[config.mk]
export PLATFORM = sky130hd
export DESIGN_NAME = cnsw_sqrt
export DESIGN_NICKNAME = d
export VERILOG_FILES = /design/src/rtl/cnsw_pkg.sv /design/src/rtl/cnsw_sqrt.sv
export SDC_FILE = /design/constraint.sdc
export NUM_CORES = 2
export LEC_CHECK = 0
export CAP_MARGIN = 20
export CORE_MARGIN = 2
export CORE_UTILIZATION = 37
export DETAILED_ROUTE_END_ITERATION = 8
export DONT_BUFFER_PORTS = 1
export SYNTH_ARGS = -nofsm -noshare
export SYNTH_HDL_FRONTEND = slang
export SYNTH_SLANG_ARGS = --single-unit
[constraint.sdc]
create_clock -name clk -period 6.9 [get_ports clk]
set_input_delay 1.38 -clock clk [delete_from_list [all_inputs] [get_ports clk]]
set_output_delay 1.38 -clock clk [all_outputs]
set_load 0.02 [all_outputs]
[src/rtl/cnsw_pkg.sv]
package cnsw_pkg;

    // Field and datapath widths.
    localparam int RAD_W      = 24;
    localparam int D2S_W      = 48;
    localparam int INV_W      = 32;
    localparam int CFG_W      = 32;
    localparam int VAL_W      = 31;
    localparam int DER_W      = 32;
    localparam int T_W        = 31;
    localparam int PROD_W     = 56;
    localparam int SUM_W      = 52;
    localparam int SMAG_W     = 32;
    localparam int MAG_W      = 64;
    localparam int NUM_W      = 42;
    localparam int QUO_W      = 32;
    localparam int SQ_REM_W   = 25;
    localparam int VC_W       = 16;
    localparam int DC_W       = 19;
    localparam int MAX_TERMS  = 7;

    // Pipeline depths.
    localparam int SQ_STAGES  = 12;
    localparam int DIV_STAGES = 16;
    localparam int PW_STAGES  = 13;

    localparam logic [VAL_W-1:0] ONE_Q30 = 31'h4000_0000;
    localparam logic signed [SUM_W-1:0] SUM_LIMIT = 52'sh0_0000_FFFF_FFFF;

    // Configuration register indexes.
    localparam logic [1:0] CFG_SWITCH_ON = 2'd0;
    localparam logic [1:0] CFG_OUTER     = 2'd1;
    localparam logic [1:0] CFG_INV_RANGE = 2'd2;
    localparam logic [1:0] CFG_ORDER     = 2'd3;

    // Smoothness codes.
    localparam logic [1:0] ORDER_2 = 2'd0;
    localparam logic [1:0] ORDER_3 = 2'd1;
    localparam logic [1:0] ORDER_4 = 2'd2;
    localparam logic [1:0] ORDER_6 = 2'd3;

    // Region of a distance relative to the two radii.
    typedef enum logic [1:0] {
        CLS_BAND = 2'd0,
        CLS_OUT  = 2'd1,
        CLS_IN   = 2'd2
    } cls_t;

    // Side information that rides along the divider.
    typedef struct packed {
        logic [VAL_W-1:0] val;
        logic             neg;
        cls_t             cls;
    } div_tag_t;

    localparam logic signed [VC_W-1:0] VAL_COEF [4][MAX_TERMS] = '{
        '{16'sd10, -16'sd15, 16'sd6, 16'sd0, 16'sd0, 16'sd0, 16'sd0},
        '{16'sd35, -16'sd84, 16'sd70, -16'sd20, 16'sd0, 16'sd0, 16'sd0},
        '{16'sd126, -16'sd420, 16'sd540, -16'sd315, 16'sd70, 16'sd0, 16'sd0},
        '{16'sd1716, -16'sd9009, 16'sd20020, -16'sd24024, 16'sd16380,
          -16'sd6006, 16'sd924}
    };

    localparam logic signed [DC_W-1:0] DER_COEF [4][MAX_TERMS] = '{
        '{19'sd30, -19'sd60, 19'sd30, 19'sd0, 19'sd0, 19'sd0, 19'sd0},
        '{19'sd140, -19'sd420, 19'sd420, -19'sd140, 19'sd0, 19'sd0, 19'sd0},
        '{19'sd630, -19'sd2520, 19'sd3780, -19'sd2520, 19'sd630, 19'sd0, 19'sd0},
        '{19'sd12012, -19'sd72072, 19'sd180180, -19'sd240240, 19'sd180180,
          -19'sd72072, 19'sd12012}
    };

    // Polynomial order for a smoothness code.
    function automatic int order_n(input logic [1:0] mode);
        int n;
        case (mode)
            ORDER_2: n = 2;
            ORDER_3: n = 3;
            ORDER_4: n = 4;
            default: n = 6;
        endcase
        return n;
    endfunction

    // Value coefficient that multiplies t^k, zero when t^k is not used.
    function automatic logic signed [VC_W-1:0] vcoef(input logic [1:0] mode, input int k);
        int                      idx;
        logic signed [VC_W-1:0]  c;
        idx = k - order_n(mode) - 1;
        c   = '0;
        if (idx >= 0 && idx < MAX_TERMS)
        begin
            c = VAL_COEF[mode][idx[2:0]];
        end
        return c;
    endfunction

    // Derivative coefficient that multiplies t^k, zero when t^k is not used.
    function automatic logic signed [DC_W-1:0] dcoef(input logic [1:0] mode, input int k);
        int                      idx;
        logic signed [DC_W-1:0]  c;
        idx = k - order_n(mode);
        c   = '0;
        if (idx >= 0 && idx < MAX_TERMS)
        begin
            c = DER_COEF[mode][idx[2:0]];
        end
        return c;
    endfunction

endpackage

[src/rtl/cnsw_sqrt.sv]
// Pipelined integer square root, a fixed number of root bits per stage.
module cnsw_sqrt (
    input  logic                          clk,
    input  logic                          rst_n,
    input  logic                          en,
    input  logic                          in_valid,
    input  logic [cnsw_pkg::D2S_W-1:0]    in_x,
    input  cnsw_pkg::cls_t                in_tag,
    output logic                          out_valid,
    output logic [cnsw_pkg::RAD_W-1:0]    out_root,
    output cnsw_pkg::cls_t                out_tag
);

    localparam int STEPS = cnsw_pkg::RAD_W / cnsw_pkg::SQ_STAGES;

    typedef struct packed {
        logic [cnsw_pkg::RAD_W-1:0]    root;
        logic [cnsw_pkg::SQ_REM_W-1:0] rem;
    } sq_t;

    logic                          v_reg    [cnsw_pkg::SQ_STAGES];
    logic [cnsw_pkg::D2S_W-1:0]    x_reg    [cnsw_pkg::SQ_STAGES];
    sq_t                           st_reg   [cnsw_pkg::SQ_STAGES];
    cnsw_pkg::cls_t                tag_reg  [cnsw_pkg::SQ_STAGES];
    logic [cnsw_pkg::D2S_W-1:0]    x_next   [cnsw_pkg::SQ_STAGES];
    sq_t                           st_next  [cnsw_pkg::SQ_STAGES];

    // One digit of the restoring square root: bring down two radicand bits.
    function automatic sq_t sq_step(input sq_t cur, input logic [1:0] bits);
        logic [cnsw_pkg::SQ_REM_W+1:0] r2;
        logic [cnsw_pkg::SQ_REM_W+1:0] tr;
        sq_t                           nx;
        r2 = {cur.rem, bits};
        tr = {1'b0, cur.root, 2'b01};
        if (r2 >= tr)
        begin
            nx.rem  = cnsw_pkg::SQ_REM_W'(r2 - tr);
            nx.root = {cur.root[cnsw_pkg::RAD_W-2:0], 1'b1};
        end
        else
        begin
            nx.rem  = r2[cnsw_pkg::SQ_REM_W-1:0];
            nx.root = {cur.root[cnsw_pkg::RAD_W-2:0], 1'b0};
        end
        return nx;
    endfunction

    // Each stage consumes the top radicand bits and shifts them out.
    always_comb
    begin
        for (int s = 0; s < cnsw_pkg::SQ_STAGES; s++)
        begin
            if (s == 0)
            begin
                x_next[s]  = in_x;
                st_next[s] = '0;
            end
            else
            begin
                x_next[s]  = x_reg[s-1];
                st_next[s] = st_reg[s-1];
            end
            for (int k = 0; k < STEPS; k++)
            begin
                st_next[s] = sq_step(st_next[s], x_next[s][cnsw_pkg::D2S_W-1 -: 2]);
                x_next[s]  = {x_next[s][cnsw_pkg::D2S_W-3:0], 2'b00};
            end
        end
    end

    // Valid bits travel with the data.
    always_ff @(posedge clk or negedge rst_n)
    begin
        if (!rst_n)
        begin
            for (int s = 0; s < cnsw_pkg::SQ_STAGES; s++)
            begin
                v_reg[s] <= 1'b0;
            end
        end
        else if (en)
        begin
            for (int s = 0; s < cnsw_pkg::SQ_STAGES; s++)
            begin
                v_reg[s] <= (s == 0) ? in_valid : v_reg[s-1];
            end
        end
    end

    always_ff @(posedge clk)
    begin
        if (en)
        begin
            for (int s = 0; s < cnsw_pkg::SQ_STAGES; s++)
            begin
                x_reg[s]   <= x_next[s];
                st_reg[s]  <= st_next[s];
                tag_reg[s] <= (s == 0) ? in_tag : tag_reg[s-1];
            end
        end
    end

    assign out_valid = v_reg[cnsw_pkg::SQ_STAGES-1];
    assign out_root  = st_reg[cnsw_pkg::SQ_STAGES-1].root;
    assign out_tag   = tag_reg[cnsw_pkg::SQ_STAGES-1];

endmodule

==> flow_metrics.env <==
export IMPL_clkSinkCount=716
export IMPL_yosysTopAreaCell="edfxtp_1"
export IMPL_critical_path_peak_fanout=716
export IMPL_post_cts_resized=0
export IMPL_routedWlPerCell_um=18.0
export IMPL_postCtsSetupBuffers=0
export IMPL_ys_seq_area_frac=0.469
export IMPL_placementRows=129
export IMPL_synth_edf_count=704
export IMPL_maxCapViolCount=0
export IMPL_fp_dieH_um=356
export IMPL_htree_levels=3
export IMPL_failed_checks="max-slew violations"
export IMPL_status="complete, but fails checks"
export IMPL_fmax_ghz=0.153
export IMPL_grt_overflow=0
export IMPL_yosys_area_share_adder=0.0878
export IMPL_ir_drop_v=0.000262
export IMPL_worstMarginPinSlew_ns=7.25
export IMPL_hold_viol=0
export IMPL_finish_utilization=0.408
export IMPL_netlist_instances=4436
export IMPL_grt_antenna_before_repair=1
export IMPL_num_vias=33300
export IMPL_worstPathRequired_ns=5.18
export IMPL_cts_buffers=85
export IMPL_cp_data_arrival_time_ns=4.82
export IMPL_syn_area_per_cell_um2=10.3
export IMPL_multiInputGateArea_um2=22700
export IMPL_grt_pass1_wl_mm=175
export IMPL_netlist_area_um2=45800
export IMPL_setup_viol=0
export IMPL_synthMuxAreaShare=0.0201
export IMPL_min_delay_path_class="register to register"
export IMPL_yosys_area_share_simple=0.153
export IMPL_crit_cells=0
export IMPL_drc=0
export IMPL_cts_tree="built"
export IMPL_grt_max_degree=717
export IMPL_clockBufferDepth=3
export IMPL_dr_pass1_iters=6
export IMPL_layout_drive_gt1_share=0.0712
export IMPL_power_density_nw_per_um2=362
export IMPL_fin_crit_sh=0.947
export IMPL_drtIter0Drc=2705
export IMPL_area_delta_synth_final_pct=9.94
export IMPL_ant_nets=0
export IMPL_wl_mm=110
export IMPL_rsz0062_at_grt="false"
export IMPL_hpwlAfterDp_mm=82.9
export IMPL_clk_pin_slew_worst_paths_ns=0.05
export IMPL_port_buffers=0
export IMPL_finalWeightedCongestion=0.910
export IMPL_grt_pass1_vias=32100
export IMPL_startpoint_type="input pin"
export IMPL_initial_core_util=0.372
export IMPL_async_flop_share=0.0168
export IMPL_viasPerCell=5.43
export IMPL_synthTopCellsByArea="edfxtp_1, ha_1, xnor2_1"
export IMPL_regArea_um2=21400
export IMPL_fin_crit_ns=6.53
export IMPL_reg2reg_depth=21
export IMPL_clock_skew_final_ns=0.0278
export IMPL_nNetsFinal=4806
export IMPL_post_place_ws_ns=0.431
export IMPL_synth_xor_area_share=0.0725
export IMPL_synth_top_area_frac=0.462
export IMPL_yosys_warnings=0
export IMPL_synth_compound_area_share=0.163
export IMPL_synth_cell_types=103
export IMPL_clkLatencyLatePin_ns=0.68
export IMPL_whs_ns=0.393
export IMPL_yosysMostFrequentCell="edfxtp_1"
export IMPL_holdBufCountCts=0
export IMPL_whs_path_depth=0
export IMPL_drv_slew=658
export IMPL_synthTopCellsByCount="edfxtp_1, nor2_1, nand2_1"
export IMPL_ys_flop_type="edfxtp_1"
export IMPL_die_width_um=356
export IMPL_fillers=11900
export IMPL_path_class="input pin to register"
export IMPL_synth_top_family_by_area="compound AO/OA/AOI/OAI gates"
export IMPL_setup_slack_ns=0.365
export IMPL_cts_root_buf="clkbuf_16"
export IMPL_setup_tns_final_ns=0
export IMPL_power_leakage_nw=19.7
export IMPL_coreArea_um2=123000
export IMPL_grt_usage=0.172
export IMPL_synth_seq_cells=716
export IMPL_dieArea_um2=126000
export IMPL_slew_headroom=-3.83
export IMPL_io_pins=81
export IMPL_endpoint_kind="register"
export IMPL_largest_reg_flops=416
==> path summary, 6_finish.rpt <==
path,from,end,slack [ns]
max,en,x_reg[1][14],0.37
min,x_reg[4][21],x_reg[5][25],0.39
max reg2reg,st_reg[0][175],st_reg[1][19],0.67
min reg2reg,x_reg[4][21],x_reg[5][25],0.39
max in group asynchronous,rst_n,v_reg[7],6.42
min in group asynchronous,rst_n,v_reg[5],0.40
==> metal layers <==
layer / part of all wire / GRT usage
met4: 0.027 / 0.0573
met1: 0.47 / 0.234
met2: 0.46 / 0.282
met3: 0.040 / 0.0226
met5: 0 / 0
==> through the flow <==
stage	total power [mW]	instances	instance area (um2)
3_3_place_gp	13.6	5981	47500
2_1_floorplan	11.9	4438	45800
4_1_cts	18.3	6133	50300
3_5_place_dp	13.7	5981	47500
5_1_grt	19.4	6133	50300
6_report	18.2	6134	50300
==> power by group <==
part	total [mW]	internal [mW]	switching [mW]	leakage, nW
logic	7.39	3.14	4.25	11.4
registers	6.39	5.82	0.566	6.88
clock network	4.44	2.65	1.79	1.33
==> area by class of cell <==
type                    count  share of cell area
diodes                      1           0.0000497
clock buffers             103              0.0453
clock inverters            49             0.00968
inverters                 260              0.0195
multi-input cells        3325               0.452
flip-flops and latches    716               0.426
well taps                1637              0.0407
repair buffers             43             0.00691
==> logic make-up (layout without fill, tap and decap cells) <==
group           count (synthesis)  after routing
compound gates               1147           1147
xor+xnor                      379            379
fa+ha+maj                     321            321
buf+inv                       397            455
flops                         716            716
mux                            84             84
other cells                     1              4
simple gates                 1391           1391
==> layout by cell type, fill, tap and decap left out, drive strengths merged, types with 38 or more instances in the layout <==
cell type,Yosys,layout
or3,38,38
nand2b,76,76
o21ai,255,255
xor2,144,144
mux2,63,63
nand3,104,104
nand2,360,360
clkbuf,82,103
inv,258,261
buf,55,43
a21o,125,125
o21a,59,59
and3,51,51
nor2,358,358
xnor2,235,235
edfxtp,704,704
nor2b,42,42
nor3,102,102
a21oi,331,331
ha,321,321
nand4,63,63
a211oi,44,44
nor4,49,49
(Power assumes the default switching activity.)
