$ cat config.mk
export PLATFORM = sky130hd
export DESIGN_NAME = cnsw_div
export DESIGN_NICKNAME = d
export VERILOG_FILES = /design/src/rtl/cnsw_pkg.sv /design/src/rtl/cnsw_div.sv
export SDC_FILE = /design/constraint.sdc
export NUM_CORES = 2
export LEC_CHECK = 0
export BUFFER_PORTS_ARGS = -buffer_cell sky130_fd_sc_hd__clkbuf_2
export CAP_MARGIN = 20
export CORE_MARGIN = 8
export CORE_UTILIZATION = 40
export DETAILED_ROUTE_END_ITERATION = 8
export HOLD_SLACK_MARGIN = 0.06
export PLACE_DENSITY_LB_ADDON = 0.08
export SLEW_MARGIN = 40
export SYNTH_ARGS = -nofsm -noshare
export SYNTH_HDL_FRONTEND = slang
export SYNTH_SLANG_ARGS = --single-unit
$ cat constraint.sdc
create_clock -name clk -period 18 [get_ports clk]
set_clock_uncertainty 0.15 [all_clocks]
set_input_delay 1.8 -clock clk [delete_from_list [all_inputs] [get_ports clk]]
set_output_delay 1.8 -clock clk [all_outputs]
set_load 0.02 [all_outputs]
$ cat src/rtl/cnsw_pkg.sv
package cnsw_pkg;

    // Field and datapath widths.
    localparam int RAD_W      = 24;
    localparam int D2S_W      = 48;
    localparam int INV_W      = 32;
    localparam int CFG_W      = 32;
    localparam int VAL_W      = 31;
    localparam int DER_W      = 32;
    localparam int T_W        = 31;
    localparam int PROD_W     = 56;
    localparam int SUM_W      = 52;
    localparam int SMAG_W     = 32;
    localparam int MAG_W      = 64;
    localparam int NUM_W      = 42;
    localparam int QUO_W      = 32;
    localparam int SQ_REM_W   = 25;
    localparam int VC_W       = 16;
    localparam int DC_W       = 19;
    localparam int MAX_TERMS  = 7;

    // Pipeline depths.
    localparam int SQ_STAGES  = 12;
    localparam int DIV_STAGES = 16;
    localparam int PW_STAGES  = 13;

    localparam logic [VAL_W-1:0] ONE_Q30 = 31'h4000_0000;
    localparam logic signed [SUM_W-1:0] SUM_LIMIT = 52'sh0_0000_FFFF_FFFF;

    // Configuration register indexes.
    localparam logic [1:0] CFG_SWITCH_ON = 2'd0;
    localparam logic [1:0] CFG_OUTER     = 2'd1;
    localparam logic [1:0] CFG_INV_RANGE = 2'd2;
    localparam logic [1:0] CFG_ORDER     = 2'd3;

    // Smoothness codes.
    localparam logic [1:0] ORDER_2 = 2'd0;
    localparam logic [1:0] ORDER_3 = 2'd1;
    localparam logic [1:0] ORDER_4 = 2'd2;
    localparam logic [1:0] ORDER_6 = 2'd3;

    // Region of a distance relative to the two radii.
    typedef enum logic [1:0] {
        CLS_BAND = 2'd0,
        CLS_OUT  = 2'd1,
        CLS_IN   = 2'd2
    } cls_t;

    // Side information that rides along the divider.
    typedef struct packed {
        logic [VAL_W-1:0] val;
        logic             neg;
        cls_t             cls;
    } div_tag_t;

    localparam logic signed [VC_W-1:0] VAL_COEF [4][MAX_TERMS] = '{
        '{16'sd10, -16'sd15, 16'sd6, 16'sd0, 16'sd0, 16'sd0, 16'sd0},
        '{16'sd35, -16'sd84, 16'sd70, -16'sd20, 16'sd0, 16'sd0, 16'sd0},
        '{16'sd126, -16'sd420, 16'sd540, -16'sd315, 16'sd70, 16'sd0, 16'sd0},
        '{16'sd1716, -16'sd9009, 16'sd20020, -16'sd24024, 16'sd16380,
          -16'sd6006, 16'sd924}
    };

    localparam logic signed [DC_W-1:0] DER_COEF [4][MAX_TERMS] = '{
        '{19'sd30, -19'sd60, 19'sd30, 19'sd0, 19'sd0, 19'sd0, 19'sd0},
        '{19'sd140, -19'sd420, 19'sd420, -19'sd140, 19'sd0, 19'sd0, 19'sd0},
        '{19'sd630, -19'sd2520, 19'sd3780, -19'sd2520, 19'sd630, 19'sd0, 19'sd0},
        '{19'sd12012, -19'sd72072, 19'sd180180, -19'sd240240, 19'sd180180,
          -19'sd72072, 19'sd12012}
    };

    // Polynomial order for a smoothness code.
    function automatic int order_n(input logic [1:0] mode);
        int n;
        case (mode)
            ORDER_2: n = 2;
            ORDER_3: n = 3;
            ORDER_4: n = 4;
            default: n = 6;
        endcase
        return n;
    endfunction

    // Value coefficient that multiplies t^k, zero when t^k is not used.
    function automatic logic signed [VC_W-1:0] vcoef(input logic [1:0] mode, input int k);
        int                      idx;
        logic signed [VC_W-1:0]  c;
        idx = k - order_n(mode) - 1;
        c   = '0;
        if (idx >= 0 && idx < MAX_TERMS)
        begin
            c = VAL_COEF[mode][idx[2:0]];
        end
        return c;
    endfunction

    // Derivative coefficient that multiplies t^k, zero when t^k is not used.
    function automatic logic signed [DC_W-1:0] dcoef(input logic [1:0] mode, input int k);
        int                      idx;
        logic signed [DC_W-1:0]  c;
        idx = k - order_n(mode);
        c   = '0;
        if (idx >= 0 && idx < MAX_TERMS)
        begin
            c = DER_COEF[mode][idx[2:0]];
        end
        return c;
    endfunction

endpackage

$ cat src/rtl/cnsw_div.sv
// Pipelined restoring divider with a 32-bit quotient and an overflow flag.
module cnsw_div (
    input  logic                          clk,
    input  logic                          rst_n,
    input  logic                          en,
    input  logic                          in_valid,
    input  logic [cnsw_pkg::NUM_W-1:0]    in_num,
    input  logic [cnsw_pkg::RAD_W-1:0]    in_den,
    input  cnsw_pkg::div_tag_t            in_tag,
    output logic                          out_valid,
    output logic [cnsw_pkg::QUO_W-1:0]    out_quo,
    output logic                          out_ovf,
    output cnsw_pkg::div_tag_t            out_tag
);

    localparam int STEPS = cnsw_pkg::QUO_W / cnsw_pkg::DIV_STAGES;
    localparam int HI_W  = cnsw_pkg::NUM_W - cnsw_pkg::QUO_W;

    logic                          v_reg    [cnsw_pkg::DIV_STAGES];
    logic [cnsw_pkg::QUO_W-1:0]    n_reg    [cnsw_pkg::DIV_STAGES];
    logic [cnsw_pkg::QUO_W-1:0]    q_reg    [cnsw_pkg::DIV_STAGES];
    logic [cnsw_pkg::RAD_W-1:0]    rem_reg  [cnsw_pkg::DIV_STAGES];
    logic [cnsw_pkg::RAD_W-1:0]    den_reg  [cnsw_pkg::DIV_STAGES];
    logic                          ovf_reg  [cnsw_pkg::DIV_STAGES];
    cnsw_pkg::div_tag_t            tag_reg  [cnsw_pkg::DIV_STAGES];
    logic [cnsw_pkg::QUO_W-1:0]    n_next   [cnsw_pkg::DIV_STAGES];
    logic [cnsw_pkg::QUO_W-1:0]    q_next   [cnsw_pkg::DIV_STAGES];
    logic [cnsw_pkg::RAD_W-1:0]    rem_next [cnsw_pkg::DIV_STAGES];
    logic [cnsw_pkg::RAD_W-1:0]    den_cur  [cnsw_pkg::DIV_STAGES];
    logic [cnsw_pkg::RAD_W:0]      r2       [cnsw_pkg::DIV_STAGES];
    logic                          in_ovf;

    // The quotient fits 32 bits only when the high numerator bits are below the divisor.
    assign in_ovf = ({{(cnsw_pkg::RAD_W-HI_W){1'b0}}, in_num[cnsw_pkg::NUM_W-1 -: HI_W]}
                     >= in_den);

    always_comb
    begin
        for (int s = 0; s < cnsw_pkg::DIV_STAGES; s++)
        begin
            if (s == 0)
            begin
                n_next[s]   = in_num[cnsw_pkg::QUO_W-1:0];
                q_next[s]   = '0;
                rem_next[s] = in_ovf ? '0 : cnsw_pkg::RAD_W'(in_num[cnsw_pkg::NUM_W-1 -: HI_W]);
                den_cur[s]  = in_den;
            end
            else
            begin
                n_next[s]   = n_reg[s-1];
                q_next[s]   = q_reg[s-1];
                rem_next[s] = rem_reg[s-1];
                den_cur[s]  = den_reg[s-1];
            end
            r2[s] = '0;
            for (int k = 0; k < STEPS; k++)
            begin
                r2[s]     = {rem_next[s], n_next[s][cnsw_pkg::QUO_W-1]};
                n_next[s] = {n_next[s][cnsw_pkg::QUO_W-2:0], 1'b0};
                if (r2[s] >= {1'b0, den_cur[s]})
                begin
                    r2[s]     = r2[s] - {1'b0, den_cur[s]};
                    q_next[s] = {q_next[s][cnsw_pkg::QUO_W-2:0], 1'b1};
                end
                else
                begin
                    q_next[s] = {q_next[s][cnsw_pkg::QUO_W-2:0], 1'b0};
                end
                rem_next[s] = r2[s][cnsw_pkg::RAD_W-1:0];
            end
        end
    end

    always_ff @(posedge clk or negedge rst_n)
    begin
        if (!rst_n)
        begin
            for (int s = 0; s < cnsw_pkg::DIV_STAGES; s++)
            begin
                v_reg[s] <= 1'b0;
            end
        end
        else if (en)
        begin
            for (int s = 0; s < cnsw_pkg::DIV_STAGES; s++)
            begin
                v_reg[s] <= (s == 0) ? in_valid : v_reg[s-1];
            end
        end
    end

    always_ff @(posedge clk)
    begin
        if (en)
        begin
            for (int s = 0; s < cnsw_pkg::DIV_STAGES; s++)
            begin
                n_reg[s]   <= n_next[s];
                q_reg[s]   <= q_next[s];
                rem_reg[s] <= rem_next[s];
                den_reg[s] <= den_cur[s];
                ovf_reg[s] <= (s == 0) ? in_ovf : ovf_reg[s-1];
                tag_reg[s] <= (s == 0) ? in_tag : tag_reg[s-1];
            end
        end
    end

    assign out_valid = v_reg[cnsw_pkg::DIV_STAGES-1];
    assign out_quo   = q_reg[cnsw_pkg::DIV_STAGES-1];
    assign out_ovf   = ovf_reg[cnsw_pkg::DIV_STAGES-1];
    assign out_tag   = tag_reg[cnsw_pkg::DIV_STAGES-1];

endmodule

==> impl_metrics.csv <==
group,metric,value,unit
sta,max_freq,0.1087,GHz
clocking,clkTransAtPathRegs,70,ps
sta,holdWs,248.5,ps
global_route,grt_pass1_vias,61240,
clocking,cts_sinks,1808,
yosys,synth_ff_type,"edfxtp_1",
setup_path,worstSetupEndpoint,"rem_reg[0][2]",
yosys,syn_area_per_cell,12.21,sq um
setup_path,critPathMaxFanout,18,
setup_path,critPathArrivalTime,9610,ps
clocking,cts_root_buf,"clkbuf_16",
sta,hold_violations,0,
yosys,syn-num-nets,8898,
final_layout,fin_nets,9182,
yosys,synth-edff-count,1792,
drt,vias,61690,
drt,drc,0,
placed_design,dp_hpwl,173400,microns
final_layout,seq_area,54210,sq um
setup_path,worstPathRequired,18410,ps
final_layout,fin_util,45.03,%
setup_path,timing.critical_path.from,"in_den[19]",
global_route,track_usage,17.14,%
setup_path,critPathLaunchType,"input pin",
final_layout,fill_cells,22230,
clocking,worstSkewPairLatency,830,ps
sta,tightest_slew,805.4,ps
floorplanning,core,243000,sq um
yosys,synth.yosys.warnings,0,
drt,dr.pass1.iters,5,
clocking,cts_tree,"done",
floorplanning,rows,181,
drt,first_iter_violations,4069,
drt,viasPerCell,5.291,
clocking,cts_buffers,202,
setup_path,r2r_slack,10370,ps
final_layout,postLayoutCellArea,109400,sq um
placed_design,dpl_cell_area,102400,sq um
global_route,grt_start_max_net_pins,158,
setup_path,worst-setup-path-type,"in -> reg",
clocking,cts-resized-gates,0,
drt,routed_wl,228600,microns
yosys,netlist_area,97650,sq um
yosys,synth-seq-cells,1808,
sta,slew-limit-headroom,45.60,%
clocking,cts_hold_buf,0,
yosys,ys_seq_area_share,55.52,%
yosys,yosysUniqueCellTypes,92,
placed_design,gp_congestion,0.8746,
floorplanning,die_width,510.1,microns
run_status,status,"finished clean",
setup_path,rr_startpoint,"den_reg[0][97]",
final_layout,layout-drive-gt1-share,12.09,%
min_path,hold_path.class,"reg -> reg",
final_layout,largest_reg_flops,544,
floorplanning,ios,172,
sta,fin_crit_sh,51.09,%
global_route,antenna_found_initial,4,
setup_path,endpoint_kind,"flop",
drt,routedWlPerCell,19.60,microns
yosys,async_flop_share,0.8850,%
setup_path,worstReg2RegEnd,"rem_reg[0][120]",
placed_design,numPortBuffers,171,
global_route,overflow,0,
global_route,grt_pass1_wl,352400,microns
min_path,hp-start,"q_reg[1][140]",
final_layout,multiInputGateArea,40460,sq um
floorplanning,start_util,40.19,%
sta,setup_violations,0,
clocking,htreeDepth,4,
sta,min_period,9197,ps
flow_run,cap_violations,0,
floorplanning,die_area,260200,sq um
yosys,synthCells,8000,
sta,rsz0062_at_grt,"no",
clocking,postCtsSetupRepairBufs,0,
setup_path,reg2reg_depth,27,
floorplanning,die_height,510.1,microns
sta,fin_setup_tns,0,ps
clocking,ctsLongestPathBuffers,3,
final_layout,syn2layout_area_growth,12.06,%
sta,slew_violations,0,
drt,ant_nets,0,
worst max-delay path: stages:
cell      delay (ps)
clkbuf_2         100
nor4_1           450
nand3_1          200
nor3_1           640
o21ai_2          370
and2_1           300
ha_1             360
o21ai_0          100
nand2b_1          90
o41ai_2          120
o31a_1           390
a21oi_1          330
o31a_1           180
buf_4            250
nor2_1            60
a21oi_1          280
ha_1             320
nor2b_1          140
o21a_1           170
o21ai_0          250
a21oi_1          190
o41ai_2          550
o211ai_1         250
a221o_1          360
a31oi_1          260
o21a_1           450
nand2_4          260
mux2_2           340
through the flow:
step,setup slack (ps),instances
6_report,8804,11660
5_1_grt,8212,11660
4_1_cts,8858,11650
3_5_place_dp,7966,11280
3_3_place_gp,7774,11270
2_1_floorplan,9734,8000
cells by family after synthesis:
group	count (synthesis)	synth area share [%]
flip-flops	1808	55.52
AND/OR/NAND/NOR	1685	8.325
adder cells (fa/ha/maj)	794	10.40
multiplexers	424	4.843
buffers and inverters	768	3.167
XOR/XNOR	585	5.247
AO/OA/AOI/OAI	1936	12.50
placed cells by master, fill, tap and decap left out, types with 26 or more instances in the layout:
master / count
nand2b_1: 104
and2_1: 32
nor2b_1: 104
nand2_1: 419
edfxtp_1: 1792
or2_2: 27
clkbuf_16: 205
o21bai_1: 72
fa_1: 30
a21oi_1: 628
o21ai_0: 417
o21a_1: 119
bufinv_16: 26
nand4_1: 104
clkinv_2: 34
clkinv_1: 28
and3_1: 45
or3_1: 39
o31ai_1: 39
clkbuf_1: 31
xor2_1: 180
inv_1: 616
nor2_1: 491
clkbuf_2: 170
mux2_2: 388
a21boi_0: 28
buf_4: 36
ha_1: 764
nor3_1: 112
nand3_1: 106
a21o_1: 269
nor4_1: 38
a211oi_1: 41
xnor2_1: 405
mux2i_1: 36
a31oi_1: 60
metal layers:
layer | vias up | routed length [microns] | global-route usage, % | part of all wire [%]
li1 | 30450 | - | - | -
met1 | 29870 | 101500 | 22.41 | 44
met2 | 1071 | 113200 | 30.19 | 50
met3 | 303 | 8739 | 2.349 | 3.8
met4 | 0 | 5077 | 4.065 | 2.2
met5 | - | 0 | 0 | 0
Yosys cell counts (all sizes together), types with 33 or more instances:
library cell / instances / area [sq um]
edfxtp: 1792 / 53810
ha: 764 / 9559
a21oi: 630 / 3161
inv: 618 / 2320
nor2: 491 / 1843
o21ai: 431 / 2157
nand2: 421 / 1588
xnor2: 405 / 3547
mux2: 388 / 4369
a21o: 270 / 2027
xor2: 180 / 1577
o21a: 119 / 893.4
nor3: 112 / 560.5
nand3: 106 / 530.5
nand2b: 105 / 656.9
nand4: 105 / 671.9
nor2b: 104 / 650.6
buf: 85 / 529.3
o21bai: 72 / 540.5
clkbuf: 64 / 240.2
a31oi: 61 / 381.6
and3: 46 / 292.8
a211oi: 41 / 307.8
o31ai: 40 / 314.0
or3: 39 / 244.0
nor4: 38 / 237.7
mux2i: 36 / 360.4
and2: 33 / 206.5
layout make-up:
class,instances,area share [%]
diodes,2,0.004574
repair buffers,229,1.361
inverters,619,2.123
multi-input cells,5424,36.97
well taps,3202,3.661
clock inverters,135,1.490
flip-flops and latches,1808,49.54
clock buffers,240,4.845
worst min path at each step:
| stage | endpoint | slack (ps) | depth (start not counted) |
|---|---|---|---|
| 3_3_place_gp | tag_reg[1][16] | 250 | 0 |
| 6_report | q_reg[1][174] | 250 | 0 |
| 2_1_floorplan | n_reg[0][100] | 250 | 0 |
| 5_1_grt | tag_reg[1][6] | 250 | 0 |
| 4_1_cts | tag_reg[1][56] | 240 | 0 |
| 3_5_place_dp | n_reg[0][110] | 250 | 0 |
Power is not shown: default switching activity piles up to over one toggle a cycle in this logic, so the estimate is an artifact.
